==> src/rtl/mtrg_pkg.sv <==
// ----------------------------------------------------------------------------
// MT19937 generator package
// Sizes, generator constants, command codes and shared types.
// ----------------------------------------------------------------------------
package mtrg_pkg;

	localparam int unsigned STATE_WORDS = 624;
	localparam int unsigned SHIFT_DIST  = 397;
	localparam int unsigned IDX_W       = $clog2(STATE_WORDS);
	localparam int unsigned WORD_W      = 32;

	typedef logic [WORD_W-1:0] word_t;
	typedef logic [IDX_W-1:0]  idx_t;
	typedef logic [1:0]        cmd_t;

	localparam word_t MATRIX_A   = 32'h9908_b0df;
	localparam word_t UPPER_MASK = 32'h8000_0000;
	localparam word_t LOWER_MASK = 32'h7fff_ffff;
	localparam word_t TEMPER_B   = 32'h9d2c_5680;
	localparam word_t TEMPER_C   = 32'hefc6_0000;
	localparam word_t SEED_MULT  = 32'd1812433253;
	localparam word_t RESET_SEED = 32'd121212;

	localparam cmd_t CMD_DRAW    = 2'd0;
	localparam cmd_t CMD_BOUNDED = 2'd1;
	localparam cmd_t CMD_RESEED  = 2'd2;
	localparam cmd_t CMD_NONE    = 2'd3;

	// One write port and two read ports of the state memory.
	typedef struct packed {
		logic  we;
		idx_t  waddr;
		word_t wdata;
		idx_t  raddr_a;
		idx_t  raddr_b;
	} mem_req_t;

	// Outcome of one twist-and-temper step.
	typedef struct packed {
		word_t new_word;
		word_t result;
		logic  reject;
	} twist_res_t;

endpackage

==> src/rtl/mtrg_twist_temper.sv <==
// ----------------------------------------------------------------------------
// MT19937 twist and temper
// Rebuilds one state word, tempers it and applies the bounded-draw mask.
// ----------------------------------------------------------------------------
module mtrg_twist_temper (
	input  mtrg_pkg::word_t      cur_word,
	input  mtrg_pkg::word_t      nxt_word,
	input  mtrg_pkg::word_t      far_word,
	input  mtrg_pkg::cmd_t       cmd,
	input  mtrg_pkg::word_t      span,
	input  mtrg_pkg::word_t      bound,
	output mtrg_pkg::twist_res_t res
);
	import mtrg_pkg::*;

	word_t mix;
	word_t mag;
	word_t t0;
	word_t t1;
	word_t t2;
	word_t tempered;
	word_t masked;

	always_comb begin
		mix          = (cur_word & UPPER_MASK) | (nxt_word & LOWER_MASK);
		mag          = nxt_word[0] ? MATRIX_A : '0;
		res.new_word = far_word ^ (mix >> 1) ^ mag;

		t0       = res.new_word ^ (res.new_word >> 11);
		t1       = t0 ^ ((t0 << 7) & TEMPER_B);
		t2       = t1 ^ ((t1 << 15) & TEMPER_C);
		tempered = t2 ^ (t2 >> 18);

		// keep only the bit span of the bound, retry if above it
		masked     = tempered & span;
		res.reject = (cmd == CMD_BOUNDED) && (masked > bound);
		res.result = (cmd == CMD_BOUNDED) ? masked : tempered;
	end

endmodule

==> config.mk <==
export PLATFORM = sky130hd
export DESIGN_NAME = mtrg_twist_temper
export DESIGN_NICKNAME = d
export VERILOG_FILES = /design/src/rtl/mtrg_pkg.sv /design/src/rtl/mtrg_twist_temper.sv
export SDC_FILE = /design/constraint.sdc
export NUM_CORES = 1
export LEC_CHECK = 0
export ABC_CLOCK_PERIOD_IN_PS = 2800
export BUFFER_PORTS_ARGS = -buffer_cell sky130_fd_sc_hd__buf_4
export CAP_MARGIN = 20
export CORE_MARGIN = 3
export CORE_UTILIZATION = 35
export DETAILED_ROUTE_END_ITERATION = 7
export PLACE_DENSITY = 0.83
export SYNTH_ARGS = -nofsm -noshare
export SYNTH_HDL_FRONTEND = slang
export SYNTH_SLANG_ARGS = --single-unit
==> constraint.sdc <==
create_clock -name vclk -period 2.8
set_clock_uncertainty 0.15 [all_clocks]
set_input_delay 0.14 -clock vclk [all_inputs]
set_output_delay 0.14 -clock vclk [all_outputs]
set_load 0.05 [all_outputs]
* Word-level counts from Yosys, hierarchy flattened
Index checks and enable logic that the tools add are counted.
Word-level totals: register bits after elaboration 0, bits of input ports 162, output and inout bits 65, logic and storage cells 13
Cells by class: $lt $le $gt $ge 1, equal/unequal tests 1, muxes and demuxes 2, bitwise operators 8, reduce and logical (&&, ||, !) cells 1
Operator list (count):
- $xor A32 B32 Y32 | 3
- $mux W32 | 2
- $and A32 B32 Y32 | 1
- $gt A32 B32 Y1 | 1
- $or A32 B31 Y32 | 1
- $xor A32 B14 Y32 | 1
- $xor A32 B21 Y32 | 1
- $xor A32 B31 Y32 | 1
- $eq A2 B1 Y1 const B | 1
- $logic_and A1 B1 Y1 | 1

* Logic depth before layout (Yosys ltp)
depth in word-level cells 10, mapped depth 14, gate-level depth less buffers 13

* Least setup slack after synthesis
OpenSTA, ideal clock, no wires.
path kind input -> output, from in nxt_word[0], to out res[0] (netlist bit), arrival time 4.050 ns, required time 2.510 ns, setup slack -1.540 ns, cell stages on the path 13, buffers on the path 2, path through buf_4 -> buf_2 -> xnor2_1 -> xor2_1 -> xor2_1 -> xnor2_1 -> and2_1 -> ha_1 -> nand4_1 -> or3_1 -> a211oi_1 -> o31ai_1 -> a31oi_1
RTL lines:
- from (decl) | RTL line mtrg_twist_temper.sv:7 | input mtrg_pkg::word_t nxt_word,
- to (decl) | RTL line mtrg_twist_temper.sv:12 | output mtrg_pkg::twist_res_t res

==> implementation parameters <==
Parameter                              Value

Run status
  Run status ... finished, violations left
  Violations in the final reports ... negative setup slack

Detailed routing
  Final WL ... 12100 um
  DRC errors left ... 0
  Routed vias ... 3178
  Detailed-routing iteration count for the pre-antenna-repair pass ... 4
  Wire length per cell ... 18.8 um
  DR vias/cell ... 4.94
  Detail Route Antenna Nets ... 0
  1st-iter DRT viols ... 95

Layout
  FF+latch count ... 0
  Multi-input gate area in the final layout ... 0.00273 mm2
  Nets ... about 760
  Relative area change from synthesis to final layout ... 117%
  Number of fill cells ... 400
  Post-Layout Inst Area ... 0.00503 mm2
  Antenna Cells ... 0
  Area of all sequential standard cells ... 0 um2
  Number of clock buffers in the layout ... 0
  Fraction of final layout cells sized beyond drive strength 1 ... 59.2%
  Finished Core Util ... about four fifths

Setup path
  Critical setup path kind ... input port to output port
  Type of element launching the critical path ... input port
  Required time worst endpoint ... around 2500 ps
  Endpoint kind of the worst setup timing path ... output port
  Worst endpoint data arrival time ... ~3000 ps
  Critical path cell sequence ... buf_4 -> xor2_1 -> xnor2_2 -> xnor2_2 -> buf_4 -> xnor2_2 -> xnor2_2 -> and2_1 -> ha_1 -> nand2_1 -> or3_4 -> a211oi_2 -> o31ai_2 -> a31oi_4 -> buf_6
  Most numerous cell on the critical path ... xnor2_2
  Cell with the biggest individual delay on the critical path ... or3_4
  Crit-path max FO ... 2
  Biggest cell delay along the critical path ... 390 ps
  Top Family by Delay on Critical Path ... XOR/XNOR gates
  Crit path buf inv count ... 3

Timing
  Minimum clock period ... 3270 ps
  Total setup violations reported at the end of the flow ... 1
  Worst Max-Slew Pin Slew ... 913 ps
  Max frequency ... 306 MHz
  Ratio of final minimum period to clock period ... 117%
  Final-report max-slew violation count ... 0
  Total count of hold-check failures in the final report ... 0
  Max-slew headroom ... 39.1%
  RSZ-0062 raised after global routing ... true
  PnR worst setup slack ... -465 ps

GRT
  Antenna violations before repair ... 0
  Global-route wire length before repair ... 16000 um
  Total congestion overflow after global routing ... 0
  GR Util All Layers ... a little over a quarter
  Via count of the first global-routing pass ... roughly 3400
  Largest net degree at the start of global routing ... 21

Pwr
  Share of power burned in registers ... 0%
  Leakage power figure ... roughly 2.6 nW
  Power per cell area ... 794 mW/mm2
  Internal Dissipation ... 1.68 mW
  Clock network fraction of design power ... 0%
  Share of power burned in combinational logic ... 100.0%
  P_sw ... 2.32 mW
  Maximum vdd drop ... about 0.00085 V
  Switching Share ... 58.0%

Hold path
  Min-delay worst type ... input port to output port

Synthesis
  Post-Syn Area per Cell ... 7.58 um2
  Number of synthesis warnings ... 0
  Number of instances in the synthesized netlist ... 306
  Mapped Nets ... 500
  Unique masters post-synth ... 31
  Part of the Yosys area used for sequential elements ... 0%
  Combined area of all synthesized cells ... 0.00232 mm2

Place
  Total cell area at the placement stage ... 0.00466 mm2
  IO buf count ... 195
  Detailed Place HPWL ... slightly below 9000 um
  Dpl ws ... -744 ps
  Last weighted congestion value of the routability-driven placer ... approximately 0.86

Floorplan
  Number of primary I/O pins ... ~230
  Core Rows ... 29
  Die ar. ... 0.00764 mm2
  Effective utilization at floorplan ... 36.3%
  Floorplan core area ... 0.00639 mm2
  Horizontal die dimension ... 87.4 um
  Height of the chip ... 87.4 um

CTS
  Number of buffers inserted by hold repair at cts ... 0

Run
  Max-capacitance violation count ... 0
cells in the mapped netlist (all sizes together):
cell type	n	area, um2
nor3	1	5.00
inv	46	173
nor2b	4	25.0
a21boi	2	15.0
buf	2	12.5
or3	1	6.26
xnor2	71	652
nand4	5	31.3
o21ai	6	30.0
o21a	31	233
ha	32	400
o211ai	2	15.0
and3	1	6.26
nand3	2	10.0
xor2	32	295
a21o	2	15.0
o311ai	1	8.76
xnor3	1	23.8
nand2b	1	6.26
a211oi	3	22.5
a21oi	8	40.0
nor2	11	41.3
clkbuf	4	15.0
and2	29	181
xor3	1	23.8
o31ai	1	7.51
a31oi	1	6.26
nand2	5	18.8
cells by family after synthesis:
| group | Yosys count | share of synthesized area [%] |
|---|---|---|
| xor+xnor | 105 | 42.9 |
| simple gates | 60 | 14.3 |
| compound gates | 57 | 16.9 |
| buf+inv | 52 | 8.63 |
| fa+ha+maj | 32 | 17.3 |
stage by stage:
| stage | power (mW) | hold WS, ps | cells | TNS, ps |
|---|---|---|---|---|
| global route | 4.19 | 504 | 643 | -634 |
| detailed placement | 3.63 | 483 | 640 | -744 |
| CTS | 3.87 | 483 | 643 | -391 |
| floorplan | 2.29 | 252 | 306 | -438 |
| global placement | 3.58 | 471 | 640 | -673 |
| finish | 3.99 | 494 | 643 | -465 |
per-layer routing:
metal  track usage [%]  routed length (um)  vias to the layer above
met2              56.0                6820                      159
met3              5.11                 854                       30
met4              5.30                 385                        0
li1                  -                   -                     1498
met1              27.0                4030                     1491
met5                 0                   0                        -
layout by cell type (no fill, tap or decap), drive strengths merged, types with 3 or more instances in the layout:
cell type  instances
xor2              32
xnor2             71
nand2              5
nor2b              4
a211oi             3
ha                32
buf              266
o21ai              6
and2              29
a21oi              8
nand4              5
o21a              31
inv               46
nor2              11
worst min-delay path: cells and delay by family:
| family | cells | cell delay (ps) |
|---|---|---|
| xor+xnor | 1 | 80 |
| buf+inv | 2 | 280 |
path summary, 6_finish.rpt:
kind / startpoint / endpoint / slack [ps] / cells after the start
max: nxt_word[20] / res[0] / -470 / 15
min: far_word[9] / res[42] / 490 / 3
power groups by stage:
stage	Clock [mW]	Sequential, mW	Combinational (mW)
2_1_floorplan	0	0	2.29
3_3_place_gp	0	0	3.58
3_5_place_dp	0	0	3.63
4_1_cts	0	0	3.87
5_1_grt	0	0	4.19
6_report	0	0	3.99
layout make-up:
class                      count  share of cell area, %
inverter                      46                   3.43
multi-input combinational    254                   54.3
tap                           77                   1.92
timing repair buffer         266                   40.4
what timing repair did:
item	CTS	global route
pin swaps	28	16
endpoints found under the setup margin	1	1
buffers inserted	4	1
resized for setup	44	14
Power figures use the tool's default switching activity.
